File: config.mk
export PLATFORM = sky130hd
export DESIGN_NAME = sample_record_assembler_top
export DESIGN_NICKNAME = d
export VERILOG_FILES = /design/src/hw/rtl/sra_pkg.sv /design/src/hw/rtl/sample_record_assembler_top.sv /design/src/hw/rtl/sra_ram.sv
export SDC_FILE = /design/constraint.sdc
export NUM_CORES = 1
export LEC_CHECK = 0
export BUFFER_PORTS_ARGS = -buffer_cell sky130_fd_sc_hd__buf_2
export CELL_PAD_IN_SITES_DETAIL_PLACEMENT = 2
export CELL_PAD_IN_SITES_GLOBAL_PLACEMENT = 2
export CORE_MARGIN = 3
export CORE_UTILIZATION = 40
export DETAILED_ROUTE_END_ITERATION = 8
export PLACE_DENSITY_LB_ADDON = 0.1
export SLEW_MARGIN = 20
export SYNTH_ARGS = -nofsm -noshare
export SYNTH_HDL_FRONTEND = slang
export SYNTH_HIERARCHICAL = 1
export SYNTH_SLANG_ARGS = --single-unit
File: constraint.sdc
create_clock -name clk -period 6.8 [get_ports clk]
set_clock_uncertainty 0.1 [all_clocks]
set_input_delay 0.34 -clock clk [delete_from_list [all_inputs] [get_ports clk]]
set_output_delay 0.34 -clock clk [all_outputs]
set_load 0.01 [all_outputs]
File: src/hw/rtl/sra_pkg.sv
// Package for the sample record assembler: sequencer state type, result codes
// and default sizes. Used by sample_record_assembler_top; depends on nothing.
package sra_pkg;

	// Default record geometry.
	localparam int SIGNALS_DEF = 2;
	localparam int SLOTS_PER_SIGNAL_DEF = 8;

	// Request types.
	localparam logic REQ_STORE = 1'b0;
	localparam logic REQ_FLUSH = 1'b1;

	// Result kinds.
	localparam logic [1:0] KIND_SLOT    = 2'd0;
	localparam logic [1:0] KIND_HEADER  = 2'd1;
	localparam logic [1:0] KIND_OUTCOME = 2'd2;

	// Header record states.
	localparam logic [1:0] RSTATE_PUBLISHED = 2'd0;
	localparam logic [1:0] RSTATE_EMPTY     = 2'd1;
	localparam logic [1:0] RSTATE_DROPPED   = 2'd2;

	// Request outcomes.
	localparam logic [2:0] OUT_STORED_VALID   = 3'd0;
	localparam logic [2:0] OUT_STORED_INVALID = 3'd1;
	localparam logic [2:0] OUT_DUPLICATE      = 3'd2;
	localparam logic [2:0] OUT_SILENT_REPEAT  = 3'd3;
	localparam logic [2:0] OUT_LATE           = 3'd4;
	localparam logic [2:0] OUT_RANGE_OR_FLUSH = 3'd5;

	// Sequencer states.
	typedef enum logic [2:0] {
		ST_IDLE,
		ST_CHECK,
		ST_PUB,
		ST_HDR,
		ST_FIN
	} state_t;

endpackage

File: src/hw/rtl/sample_record_assembler_top.sv
// Top level of the sample record assembler: sequencer, slot bookkeeping and
// publish path. Depends on sra_pkg and instantiates sra_ram for slot values.
//
// The receiver cannot stall this block: every result is shown on the result
// ports for exactly one cycle with strobe high and is taken at the edge that
// ends that cycle, so a receiver must capture whatever strobe marks. A
// request is taken at an edge where start is high and busy is low. A store
// into the current record, a late store, an out of range store and a flush
// of an empty record keep busy high only in the check state, which forms
// the outcome result; it leaves through the result register. A store that
// moves to a newer record, and a flush of a record whose filled signals all
// hold their final slot, walk every slot of the record through the single
// read port of the value memory, one slot per cycle, so busy stays high
// through the check state, the walk, the header and the final state: the
// slots stream out on consecutive cycles, followed by the header and the
// outcome. A flush that drops a partial record passes the check, header and
// final states (header, then outcome). Every request ends with exactly one
// outcome result carrying last. The start record register is written
// through the cfg transfer, accepted only while the block is idle; it clears
// the record without publishing it. No clearing pass runs after reset:
// present bits live in flip-flops and mask the values read from memory.
module sample_record_assembler_top #(
	parameter int SIGNALS          = sra_pkg::SIGNALS_DEF,
	parameter int SLOTS_PER_SIGNAL = sra_pkg::SLOTS_PER_SIGNAL_DEF
) (
	input  logic        clk,
	input  logic        arst_n,
	// Request command port.
	input  logic        start,
	output logic        busy,
	input  logic        req_type,
	input  logic [2:0]  signal_id,
	input  logic [31:0] record_num,
	input  logic [4:0]  sample_pos,
	input  logic        valid_in,
	input  logic [31:0] value,
	input  logic        report_dup,
	// Configuration write channel (start record).
	input  logic        cfg_valid,
	output logic        cfg_ready,
	input  logic [31:0] cfg_data,
	// Result port.
	output logic        strobe,
	output logic [1:0]  kind,
	output logic [2:0]  slot_signal,
	output logic [4:0]  slot_sample,
	output logic        slot_present,
	output logic        slot_valid,
	output logic [31:0] slot_value,
	output logic [31:0] done_record,
	output logic [5:0]  missing_count,
	output logic [1:0]  record_state,
	output logic [31:0] empty_skipped,
	output logic [2:0]  outcome,
	output logic        last
);

	localparam int SLOT_COUNT = SIGNALS * SLOTS_PER_SIGNAL;
	localparam int SLOT_W     = (SLOT_COUNT > 1) ? $clog2(SLOT_COUNT) : 1;
	localparam int CNT_W      = $clog2(SLOT_COUNT + 1);
	localparam int SIG_W      = (SIGNALS > 1) ? $clog2(SIGNALS) : 1;

	sra_pkg::state_t state_q, state_nxt;

	// Captured request.
	logic        req_q;
	logic [2:0]  sig_q;
	logic [31:0] rec_q;
	logic [4:0]  smp_q;
	logic        vin_q;
	logic [31:0] val_q;
	logic        cdup_q;

	// Record bookkeeping.
	logic [31:0]           cur_q;
	logic [SLOT_COUNT-1:0] present_q;
	logic [SLOT_COUNT-1:0] valid_q;
	logic [SIGNALS-1:0]    any_q;
	logic [CNT_W-1:0]      filled_q;

	// Publish walk.
	logic [SLOT_W-1:0] pub_idx_q;
	logic [2:0]        pub_sig_q;
	logic [4:0]        pub_smp_q;
	logic              pub_vld_s1;
	logic [2:0]        pub_sig_s1;
	logic [4:0]        pub_smp_s1;
	logic              pub_pres_s1;
	logic              pub_valid_s1;
	logic [31:0]       ram_rdata;

	// Header and outcome result register.
	logic        out_vld_q;
	logic [1:0]  out_kind_q;
	logic [31:0] out_done_q;
	logic [5:0]  out_missing_q;
	logic [1:0]  out_rstate_q;
	logic [31:0] out_skip_q;
	logic [2:0]  out_outcome_q;
	logic        out_last_q;

	// Sequencer controls.
	logic do_fin;
	logic do_hdr;
	logic accept;
	logic cfg_wr;

	// Shared compare unit: rec + ~cur gives rec - cur - 1; its carry says rec > cur.
	logic [32:0] cmp_sum;
	logic        rec_gt;
	logic        rec_eq;
	logic        rec_late;

	logic              oor;
	logic [SLOT_W-1:0] st_idx;
	logic              st_present;
	logic              fin_store;
	logic [2:0]        fin_outcome;
	logic [CNT_W-1:0]  missing_full;
	logic [5:0]        missing_sat;
	logic [SIGNALS-1:0] last_bits;
	logic              tail_ok;
	logic              pub_last;

	assign accept = start && !busy;
	assign cfg_wr = cfg_valid && cfg_ready;

	assign cmp_sum  = {1'b0, rec_q} + {1'b0, ~cur_q};
	assign rec_gt   = cmp_sum[32];
	assign rec_eq   = (rec_q == cur_q);
	assign rec_late = !rec_gt && !rec_eq;

	assign oor    = (int'(sig_q) >= SIGNALS) || (int'(smp_q) >= SLOTS_PER_SIGNAL);
	assign st_idx = SLOT_W'(int'(sig_q) * SLOTS_PER_SIGNAL + int'(smp_q));
	assign st_present = present_q[st_idx];

	// Missing slots come from the fill count, saturated to the field width.
	assign missing_full = CNT_W'(SLOT_COUNT) - filled_q;
	assign missing_sat  = (int'(missing_full) > 63) ? 6'd63 : 6'(missing_full);

	// The tail is complete when some signal was filled and every filled signal
	// has its final slot present.
	for (genvar s = 0; s < SIGNALS; s++) begin : g_tail
		assign last_bits[s] = present_q[s * SLOTS_PER_SIGNAL + SLOTS_PER_SIGNAL - 1];
	end
	assign tail_ok = (|any_q) && ((any_q & ~last_bits) == '0);

	assign pub_last = (pub_idx_q == SLOT_W'(SLOT_COUNT - 1));

	// Finishing step shared by the check state and the final state.
	always_comb begin
		fin_store   = 1'b0;
		fin_outcome = sra_pkg::OUT_RANGE_OR_FLUSH;
		if (req_q == sra_pkg::REQ_STORE && !oor) begin
			if (rec_late) begin
				fin_outcome = sra_pkg::OUT_LATE;
			end else if (st_present) begin
				fin_outcome = cdup_q ? sra_pkg::OUT_DUPLICATE : sra_pkg::OUT_SILENT_REPEAT;
			end else begin
				fin_store   = 1'b1;
				fin_outcome = vin_q ? sra_pkg::OUT_STORED_VALID : sra_pkg::OUT_STORED_INVALID;
			end
		end
	end

	always_comb begin
		state_nxt = state_q;
		do_fin    = 1'b0;
		do_hdr    = 1'b0;
		busy      = (state_q != sra_pkg::ST_IDLE);
		cfg_ready = (state_q == sra_pkg::ST_IDLE);
		case (state_q)
			sra_pkg::ST_IDLE: begin
				if (start) begin
					state_nxt = sra_pkg::ST_CHECK;
				end
			end
			sra_pkg::ST_CHECK: begin
				if (req_q == sra_pkg::REQ_FLUSH) begin
					if (filled_q == '0) begin
						do_fin    = 1'b1;
						state_nxt = sra_pkg::ST_IDLE;
					end else begin
						state_nxt = tail_ok ? sra_pkg::ST_PUB : sra_pkg::ST_HDR;
					end
				end else if (!oor && rec_gt) begin
					state_nxt = sra_pkg::ST_PUB;
				end else begin
					do_fin    = 1'b1;
					state_nxt = sra_pkg::ST_IDLE;
				end
			end
			sra_pkg::ST_PUB: begin
				if (pub_last) begin
					state_nxt = sra_pkg::ST_HDR;
				end
			end
			sra_pkg::ST_HDR: begin
				do_hdr    = 1'b1;
				state_nxt = sra_pkg::ST_FIN;
			end
			sra_pkg::ST_FIN: begin
				do_fin    = 1'b1;
				state_nxt = sra_pkg::ST_IDLE;
			end
			default: begin
				state_nxt = sra_pkg::ST_IDLE;
			end
		endcase
	end

	always_ff @(posedge clk or negedge arst_n) begin
		if (!arst_n) begin
			state_q <= sra_pkg::ST_IDLE;
		end else begin
			state_q <= state_nxt;
		end
	end

	// Request capture.
	always_ff @(posedge clk) begin
		if (accept) begin
			req_q  <= req_type;
			sig_q  <= signal_id;
			rec_q  <= record_num;
			smp_q  <= sample_pos;
			vin_q  <= valid_in;
			val_q  <= value;
			cdup_q <= report_dup;
		end
	end

	// Record state: cleared by a start record write and after every header.
	always_ff @(posedge clk or negedge arst_n) begin
		if (!arst_n) begin
			cur_q     <= '0;
			present_q <= '0;
			valid_q   <= '0;
			any_q     <= '0;
			filled_q  <= '0;
		end else if (cfg_wr) begin
			cur_q     <= cfg_data;
			present_q <= '0;
			valid_q   <= '0;
			any_q     <= '0;
			filled_q  <= '0;
		end else if (do_hdr) begin
			present_q <= '0;
			valid_q   <= '0;
			any_q     <= '0;
			filled_q  <= '0;
			if (req_q == sra_pkg::REQ_STORE) begin
				cur_q <= rec_q;
			end
		end else if (do_fin && fin_store) begin
			present_q[st_idx]           <= 1'b1;
			valid_q[st_idx]             <= vin_q;
			any_q[sig_q[SIG_W-1:0]]     <= 1'b1;
			filled_q                    <= filled_q + CNT_W'(1);
		end
	end

	// Publish walk counters; they restart whenever the check state runs.
	always_ff @(posedge clk or negedge arst_n) begin
		if (!arst_n) begin
			pub_idx_q  <= '0;
			pub_sig_q  <= '0;
			pub_smp_q  <= '0;
			pub_vld_s1 <= 1'b0;
		end else begin
			pub_vld_s1 <= (state_q == sra_pkg::ST_PUB);
			if (state_q == sra_pkg::ST_CHECK) begin
				pub_idx_q <= '0;
				pub_sig_q <= '0;
				pub_smp_q <= '0;
			end else if (state_q == sra_pkg::ST_PUB) begin
				pub_idx_q <= pub_idx_q + SLOT_W'(1);
				if (pub_smp_q == 5'(SLOTS_PER_SIGNAL - 1)) begin
					pub_smp_q <= '0;
					pub_sig_q <= pub_sig_q + 3'd1;
				end else begin
					pub_smp_q <= pub_smp_q + 5'd1;
				end
			end
		end
	end

	// Slot position and bits travel alongside the memory read.
	always_ff @(posedge clk) begin
		pub_sig_s1   <= pub_sig_q;
		pub_smp_s1   <= pub_smp_q;
		pub_pres_s1  <= present_q[pub_idx_q];
		pub_valid_s1 <= valid_q[pub_idx_q];
	end

	sra_ram #(
		.WIDTH (32),
		.DEPTH (SLOT_COUNT)
	) u_values (
		.clk   (clk),
		.we    (do_fin && fin_store),
		.waddr (st_idx),
		.wdata (val_q),
		.raddr (pub_idx_q),
		.rdata (ram_rdata)
	);

	// Header and outcome results leave from one register, in the cycle after they
	// are formed, so they never meet the last published slot.
	always_ff @(posedge clk or negedge arst_n) begin
		if (!arst_n) begin
			out_vld_q <= 1'b0;
		end else begin
			out_vld_q <= do_hdr || do_fin;
		end
	end

	always_ff @(posedge clk) begin
		if (do_hdr) begin
			out_kind_q    <= sra_pkg::KIND_HEADER;
			out_done_q    <= cur_q;
			out_missing_q <= missing_sat;
			out_outcome_q <= '0;
			out_last_q    <= 1'b0;
			if (req_q == sra_pkg::REQ_FLUSH) begin
				out_rstate_q <= tail_ok ? sra_pkg::RSTATE_PUBLISHED : sra_pkg::RSTATE_DROPPED;
				out_skip_q   <= '0;
			end else begin
				out_rstate_q <= (filled_q != '0) ? sra_pkg::RSTATE_PUBLISHED
					: sra_pkg::RSTATE_EMPTY;
				out_skip_q   <= cmp_sum[31:0];
			end
		end else if (do_fin) begin
			out_kind_q    <= sra_pkg::KIND_OUTCOME;
			out_done_q    <= '0;
			out_missing_q <= '0;
			out_rstate_q  <= '0;
			out_skip_q    <= '0;
			out_outcome_q <= fin_outcome;
			out_last_q    <= 1'b1;
		end
	end

	always_comb begin
		strobe = pub_vld_s1 || out_vld_q;
		if (pub_vld_s1) begin
			kind          = sra_pkg::KIND_SLOT;
			slot_signal   = pub_sig_s1;
			slot_sample   = pub_smp_s1;
			slot_present  = pub_pres_s1;
			slot_valid    = pub_valid_s1;
			slot_value    = pub_pres_s1 ? ram_rdata : 32'd0;
			done_record   = '0;
			missing_count = '0;
			record_state  = '0;
			empty_skipped = '0;
			outcome       = '0;
			last          = 1'b0;
		end else begin
			kind          = out_kind_q;
			slot_signal   = '0;
			slot_sample   = '0;
			slot_present  = 1'b0;
			slot_valid    = 1'b0;
			slot_value    = '0;
			done_record   = out_done_q;
			missing_count = out_missing_q;
			record_state  = out_rstate_q;
			empty_skipped = out_skip_q;
			outcome       = out_outcome_q;
			last          = out_last_q;
		end
	end

endmodule

File: src/hw/rtl/sra_ram.sv
// Generic single-write, single-read RAM with a registered read port.
// Stand-alone; used for the slot value store of the sample record assembler.
module sra_ram #(
	parameter int WIDTH = 32,
	parameter int DEPTH = 16
) (
	input  logic                                   clk,
	input  logic                                   we,
	input  logic [(DEPTH > 1 ? $clog2(DEPTH) : 1)-1:0] waddr,
	input  logic [WIDTH-1:0]                       wdata,
	input  logic [(DEPTH > 1 ? $clog2(DEPTH) : 1)-1:0] raddr,
	output logic [WIDTH-1:0]                       rdata
);

	logic [WIDTH-1:0] mem_q [DEPTH];

	always_ff @(posedge clk) begin
		if (we) begin
			mem_q[waddr] <= wdata;
		end
		rdata <= mem_q[raddr];
	end

endmodule
==> out/metrics.cfg, run 1 <==
[global_routing]
busiest_layer=met2
grt_pass1_wl_mm=144.4
grt_use_met2=0.4062
grt_pass1_vias=21227
grt_max_degree=115
use_met1=0.3015
grt_antenna_before_repair=7
grt_use_total=0.2326
grtUsageMet3=0.03647
grt_overflow=0

[detailed_routing]
remaining_drc_errors=0
drt-initial-drc-count=1084
vias=18839
drt-total-wl_mm=96.70
dr.pass1.iters=5
vias_per_cell=5.469
routedWlPerCell_um=28.07
final_antenna_net_count=0

[logic_synthesis]
synth_top_area_frac=0.6139
synth_fa_ha_area_frac=0.01539
synth-seq-area-share=0.7115
synth_compound_area_frac=0.05294
ys_top_cells_by_area=edfxtp_1 (61%), mux4_2 (9.4%), dfrtp_1 (6.8%)
syn-num-nets=2106
ys_seq_elements=793
ys.flop_type=edfxtp_1
synth_warnings=6
syn_area_per_cell_um2=16.46
ys_types=73
netlist_area_um2=32190
synth_top_family_by_area=multiplexers
synth_area_leader_cell=edfxtp_1
synth_xor_area_frac=0.007930
async_flop_share=0.1110
syn_inst=1956
synth_edf_count=658
synth-simple-area-share=0.07743
muxShareOfSynthArea=0.1135

[setup_path]
setup.worst_path.class=reg -> reg
r2r_slack_ns=1.54
critPathMaxFanout=18
cp.required_ns=6.97
critPathLaunchType=flip-flop
crit_top_cell=a21oi_1
crit_chain=ha_1 > a21oi_1 > o21ai_1 > a31oi_1 > a21oi_1 > o32a_1 > or4_1 > inv_1 > nand3_1 > nor2_4 > buf_4
cp_data_arrival_time_ns=5.44
slowest_delay_ns=0.71
end_kind=flip-flop
slowest_stage=nor2_4

[sta]
fmax_mhz=190.0
grt_setup_unrepaired=false
slew_viol_final=0
setup_violations=0
min_period_ns=5.263
tightest_slew_ns=1.073
tns_ns=0
whs_ns=0.05322
post-route-period-util=0.7740
finalHoldViolations=0
slew_headroom=0.2845

[placed_design]
place_inst=3169
gp_congestion=0.7918
io_buffers=232
placed_area_um2=34770
dp_hpwl_mm=60.30

[floorplanning]
start_util=0.4055
die_x_um=289.7
fp-row-count=103
io_pins=234
die_h_um=289.7
coreArea_um2=79390
die_area_um2=83910

[clocking]
tritoncts=yes
cts_buffers=86
post_cts_resized=0
cts.clk_slew.worst_paths_ns=0.06
cts_max_path_buffers=3
htree_levels=3
cts-root-buf=clkbuf_16
clk_latency_ns=0.63
clock_sinks=793

[cells_and_area]
layout-drive-gt1-share=0.2492
multi_input_area_um2=8771
instances_no_fill=3445
nFillCells=7438
finalInstanceArea_um2=38910
syn_to_final_growth_pct=20.89
nets=2470
regArea_um2=22910

[pwr]
p_sw_mw=3.750
p_per_area_nw_per_um2=342.4
fin_total_pwr_mw=13.32
pwr-share-comb=0.185
p_clk_frac=0.365
p_seq_frac=0.451
internal-power_mw=9.574
power_leakage_nw=13.88
ir_drop_mv=0.1926
swShare=0.2814

[worst_hold_path]
worstHoldPathType=in -> reg

[status]
status=finished clean

[run]
maxCapViolCount=0

## path summary, 6_finish.rpt
path / to / from / cells past startpoint
worst max-delay path: u_values/mem_q[15][24] / rec_q[15] / 11
worst min-delay path: state_q[0] / start / 5
worst max register to register: u_values/mem_q[15][24] / rec_q[15] / 11
worst min register to register: pub_sig_s1[1] / pub_sig_q[1] / 0
max in group asynchronous: pub_vld_s1 / arst_n / 3
min in group asynchronous: cur_q[11] / arst_n / 2
## sequential cells by signal, summed over array words and instances (netlist names), 3 cells and up
register and count:
pub_smp_q 5, out_skip_q 32, out_missing_q 5, filled_q 5, val_q 32, out_done_q 32, out_outcome_q 3, valid_q 16
u_values/mem_q 512, cur_q 32, present_q 16, rec_q 32, sig_q 3, u_values/rdata 32, state_q 3, pub_idx_q 4
pub_sig_q 3, smp_q 5, pub_smp_s1 5, pub_sig_s1 3
## cell usage after synthesis, types with 5 or more instances
cell type,number
nand3b_1,5
edfxtp_1,658
nand4_1,12
o31ai_1,7
dfrtp_1,88
dfxtp_1,47
nand2_1,134
a22oi_1,67
or4_1,5
nor2b_1,86
buf_4,13
a31oi_1,5
mux2i_1,55
nor3_1,20
o21a_1,16
nor3_2,7
a21oi_1,49
o21ai_0,60
a211oi_1,9
buf_1,13
nand2b_1,11
nand3_1,17
or2_2,5
and3_1,36
nor2_1,110
xor2_1,13
clkbuf_1,61
ha_1,38
o211ai_1,5
mux4_2,135
and2_1,15
xnor2_1,13
buf_2,10
inv_1,51
a21o_1,14
nor4_2,7
## placed cells by master (no fill, tap or decap), types with 38 or more instances in the layout
cell type | netlist | final
edfxtp_1 | 658 | 658
buf_2 | 10 | 231
mux4_2 | 135 | 135
nand2_1 | 134 | 132
dlygate4sd3_1 | 0 | 108
nor2_1 | 110 | 95
clkbuf_16 | 0 | 87
dfrtp_1 | 88 | 85
nor2b_1 | 86 | 84
a22oi_1 | 67 | 67
o21ai_0 | 60 | 60
mux2i_1 | 55 | 55
inv_1 | 51 | 51
a21oi_1 | 49 | 49
dfxtp_1 | 47 | 47
ha_1 | 38 | 38
## through the flow
step | utilization | setup WS [ns]
2_1_floorplan | - | 0.8513
3_3_place_gp | 0.4356 | 1.618
3_5_place_dp | 0.4380 | 1.468
4_1_cts | 0.4883 | 1.403
5_1_grt | 0.4901 | 1.232
6_report | 0.4901 | 1.537
## cell families after synthesis
kind of cell    after synthesis
compound gates              260
fa+ha+maj                    39
flops                       793
simple gates                487
mux                         193
xor+xnor                     27
other cells                   1
buf+inv                     156
## critical path: cells and delay by family, from the launching register on
kind | cells | cell delay, ns
AOI/OAI and AO/OA | 5 | 1.45
buffers and inverters | 2 | 0.76
DFF | 1 | 0.39
adders and majority gates | 1 | 0.41
and+or+nand+nor | 3 | 1.74
## repair_timing
action	4_1_cts	5_1_grt
hold endpoints to repair	148	0
hold buffers	108	0
buffers inserted	0	0
## routing by layer
metal	share of wire	vias to the layer above
met1	0.42	9965
li1	-	8282
met4	0.027	6
met5	0.00035	-
met3	0.040	138
met2	0.52	448
## final cells by class
type,count,share of cell area
Clock inverter,52,0.01534
Timing Repair Buffer,378,0.07164
Antenna cell,3,0.0001929
Sequential cell,793,0.5889
Tap cell,1050,0.03376
Clock buffer,108,0.05952
Inverter,54,0.005273
Multi-Input combinational cell,1007,0.2254
## power groups by stage
stage	Clock [mW]	Combinational, mW	Sequential (mW)
after floorplan	0	1.66	5.95
after CTS	4.97	2.50	6.01
after detailed placement	0	2.43	6.11
final	4.86	2.46	6.00
after global routing	5.15	2.71	6.05
after global placement	0	2.37	6.07
Note: power is estimated with default switching activity, not from simulation.
==> inputs of run 2 (changes only) <==
==> constraint.sdc (replaced) <==
create_clock -name clk -period 4.45 [get_ports clk]
set_clock_uncertainty 0.1 [all_clocks]
set_input_delay 0.2225 -clock clk [delete_from_list [all_inputs] [get_ports clk]]
set_output_delay 0.2225 -clock clk [all_outputs]
set_load 0.01 [all_outputs]
==> out/metrics.cfg, run 2 (synthesized netlist as in run 1, its figures left out) <==
[global_routing]
grt_pass1_wl_mm=143.9
grt_overflow=0
use_met1=0.2996
busiest_layer=met2
grt_pass1_vias=21562
grtUsageMet3=0.03286
grt_use_total=0.2318
grt_antenna_before_repair=8
grt_max_degree=84
grt_use_met2=0.4103

[cells_and_area]
largest_reg_flops=512
layout_common_cells=edfxtp_1 (658), buf_2 (231), mux4_2 (135)
finalInstanceArea_um2=39260
layout_commonest_cell=edfxtp_1
layout-drive-gt1-share=0.2550
instances_no_fill=3463
regMostFlops=u_values/mem_q
nFillCells=7370
nets=2488
syn_to_final_growth_pct=21.97

[placed_design]
io_buffers=232
gp_congestion=0.7962
place_inst=3186
dp_hpwl_mm=57.70
placed_area_um2=35050

[floorplanning]
fp-row-count=103
die_h_um=289.7
coreArea_um2=79390
die_x_um=289.7
die_area_um2=83910
start_util=0.4055
io_pins=234

[setup_path]
cp-startpoint=cur_q[0]
cp.required_ns=4.65
crit_chain=inv_1 > ha_1 > inv_1 > fa_1 > nand2b_1 > a211oi_2 > o31ai_2 > a21oi_1 > o32a_1 > or4_1 > inv_2 > or3b_4 > nor3_4 > buf_12
critPathMaxFanout=32
slowest_stage=or4_1
endpoint=u_values/mem_q[0][1]
reg2reg_from=cur_q[0]
crit_cells=14
critPathTopFamily=simple AND/OR/NAND/NOR gates
r2r_slack_ns=0.18
setup.worst_path.class=reg -> reg
path_buf_inv=4
worstRegToRegCells=14
reg2reg_to=u_values/mem_q[0][1]
end_kind=flip-flop
crit_top_cell=inv_1
slowest_delay_ns=0.54
cp_data_arrival_time_ns=4.48
critPathLaunchType=flip-flop

[sta]
finalHoldViolations=0
post-route-period-util=0.9601
slew_viol_final=0
grt_setup_unrepaired=false
tightest_slew_ns=0.8433
setup_violations=0
min_period_ns=4.273
slew_headroom=0.4365
fmax_mhz=234.0

[status]
status=finished clean

[clocking]
cts_buffers=88
cts-root-buf=clkbuf_16
cts.clk_slew.worst_paths_ns=0.07
clk_latency_ns=0.65
clock_sinks=793
htree_levels=3
cts_max_path_buffers=3
tritoncts=yes

[pwr]
swShare=0.2846
p_clk_frac=0.369
p_per_area_nw_per_um2=526.4
power_leakage_nw=14.01
p_sw_mw=5.881
internal-power_mw=14.78
ir_drop_mv=0.2820
pwr-share-comb=0.187
p_seq_frac=0.444

[detailed_routing]
dr.pass1.iters=5
final_antenna_net_count=0
drt-total-wl_mm=96.06
drt-initial-drc-count=1315
remaining_drc_errors=0
routedWlPerCell_um=27.74
vias_per_cell=5.483
vias=18988

[worst_hold_path]
worstHoldPathType=in -> async

[run]
maxCapViolCount=0

run 2: cell count changes in the layout (fill, tap and decap cells not counted), sizes merged:
| cell | previous run | this run |
|---|---|---|
| clkinv | 35 | 40 |
| buf | 270 | 285 |
| dlygate4sd3 | 108 | 109 |
| bufinv | 12 | 11 |
| diode | 3 | 1 |
run 2: through the flow:
step | setup WS [ns] | hold WS [ns] | setup TNS, ns | utilization | total power [mW]
after floorplan | -0.2507 | -0.1731 | -82.58 | - | 11.64
after global routing | 0.01798 | 0.1620 | 0 | 0.4945 | 21.63
final | 0.1773 | 0.1016 | 0 | 0.4945 | 20.67
after global placement | 0.3521 | 0.2653 | 0 | 0.4415 | 13.01
after detailed placement | 0.2176 | 0.2668 | 0 | 0.4415 | 13.13
after CTS | 0.1473 | 0.1140 | 0 | 0.4933 | 20.90
run 2: worst reg2reg max path: cells and delay by family, from the launching register on:
| family | cells | cell delay, ns |
|---|---|---|
| buf+inv | 4 | 0.54 |
| flops | 1 | 0.36 |
| fa+ha+maj | 2 | 0.42 |
| simple gates | 4 | 1.46 |
| compound gates | 4 | 1.01 |
run 2: worst min path at each step:
| stage | endpoint | slack, ns |
|---|---|---|
| after floorplan | any_q[0] | -0.17 |
| after global placement | cur_q[8] | 0.27 |
| after detailed placement | cur_q[8] | 0.27 |
| after CTS | cur_q[17] | 0.11 |
| after global routing | cur_q[5] | 0.16 |
| final | cur_q[5] | 0.10 |
run 2: area by class of cell:
class                   count  area (µm²)  share of cell area
diodes                      1       2.502          0.00006374
clock buffers             108        2379             0.06059
clock inverters            56       639.4             0.01629
inverters                  54       205.2            0.005227
multi-input cells        1007        8806              0.2243
flip-flops and latches    793       22910              0.5836
well taps                1050        1314             0.03346
repair buffers            394        3000             0.07643
run 2: power groups by stage:
stage / Sequential, mW / Combinational [mW] / Clock [mW]
after floorplan: 9.10 / 2.54 / 0
after global placement: 9.27 / 3.74 / 0
after detailed placement: 9.32 / 3.81 / 0
after CTS: 9.18 / 3.92 / 7.80
after global routing: 9.25 / 4.27 / 8.11
final: 9.17 / 3.86 / 7.63
run 2: metal layers:
| metal | wire length, µm | part of all wire |
|---|---|---|
| met1 | 40130 | 0.42 |
| met2 | 49940 | 0.52 |
| met3 | 4061 | 0.042 |
| met4 | 1891 | 0.020 |
| met5 | 38 | 0.00040 |
run 2: repair_timing:
item / CTS / global route
buffers inserted: 0 / 0
setup endpoints to repair: 0 / 41
gates resized for setup: 0 / 3
endpoints found under the hold margin: 159 / 0
hold buffers: 109 / 0
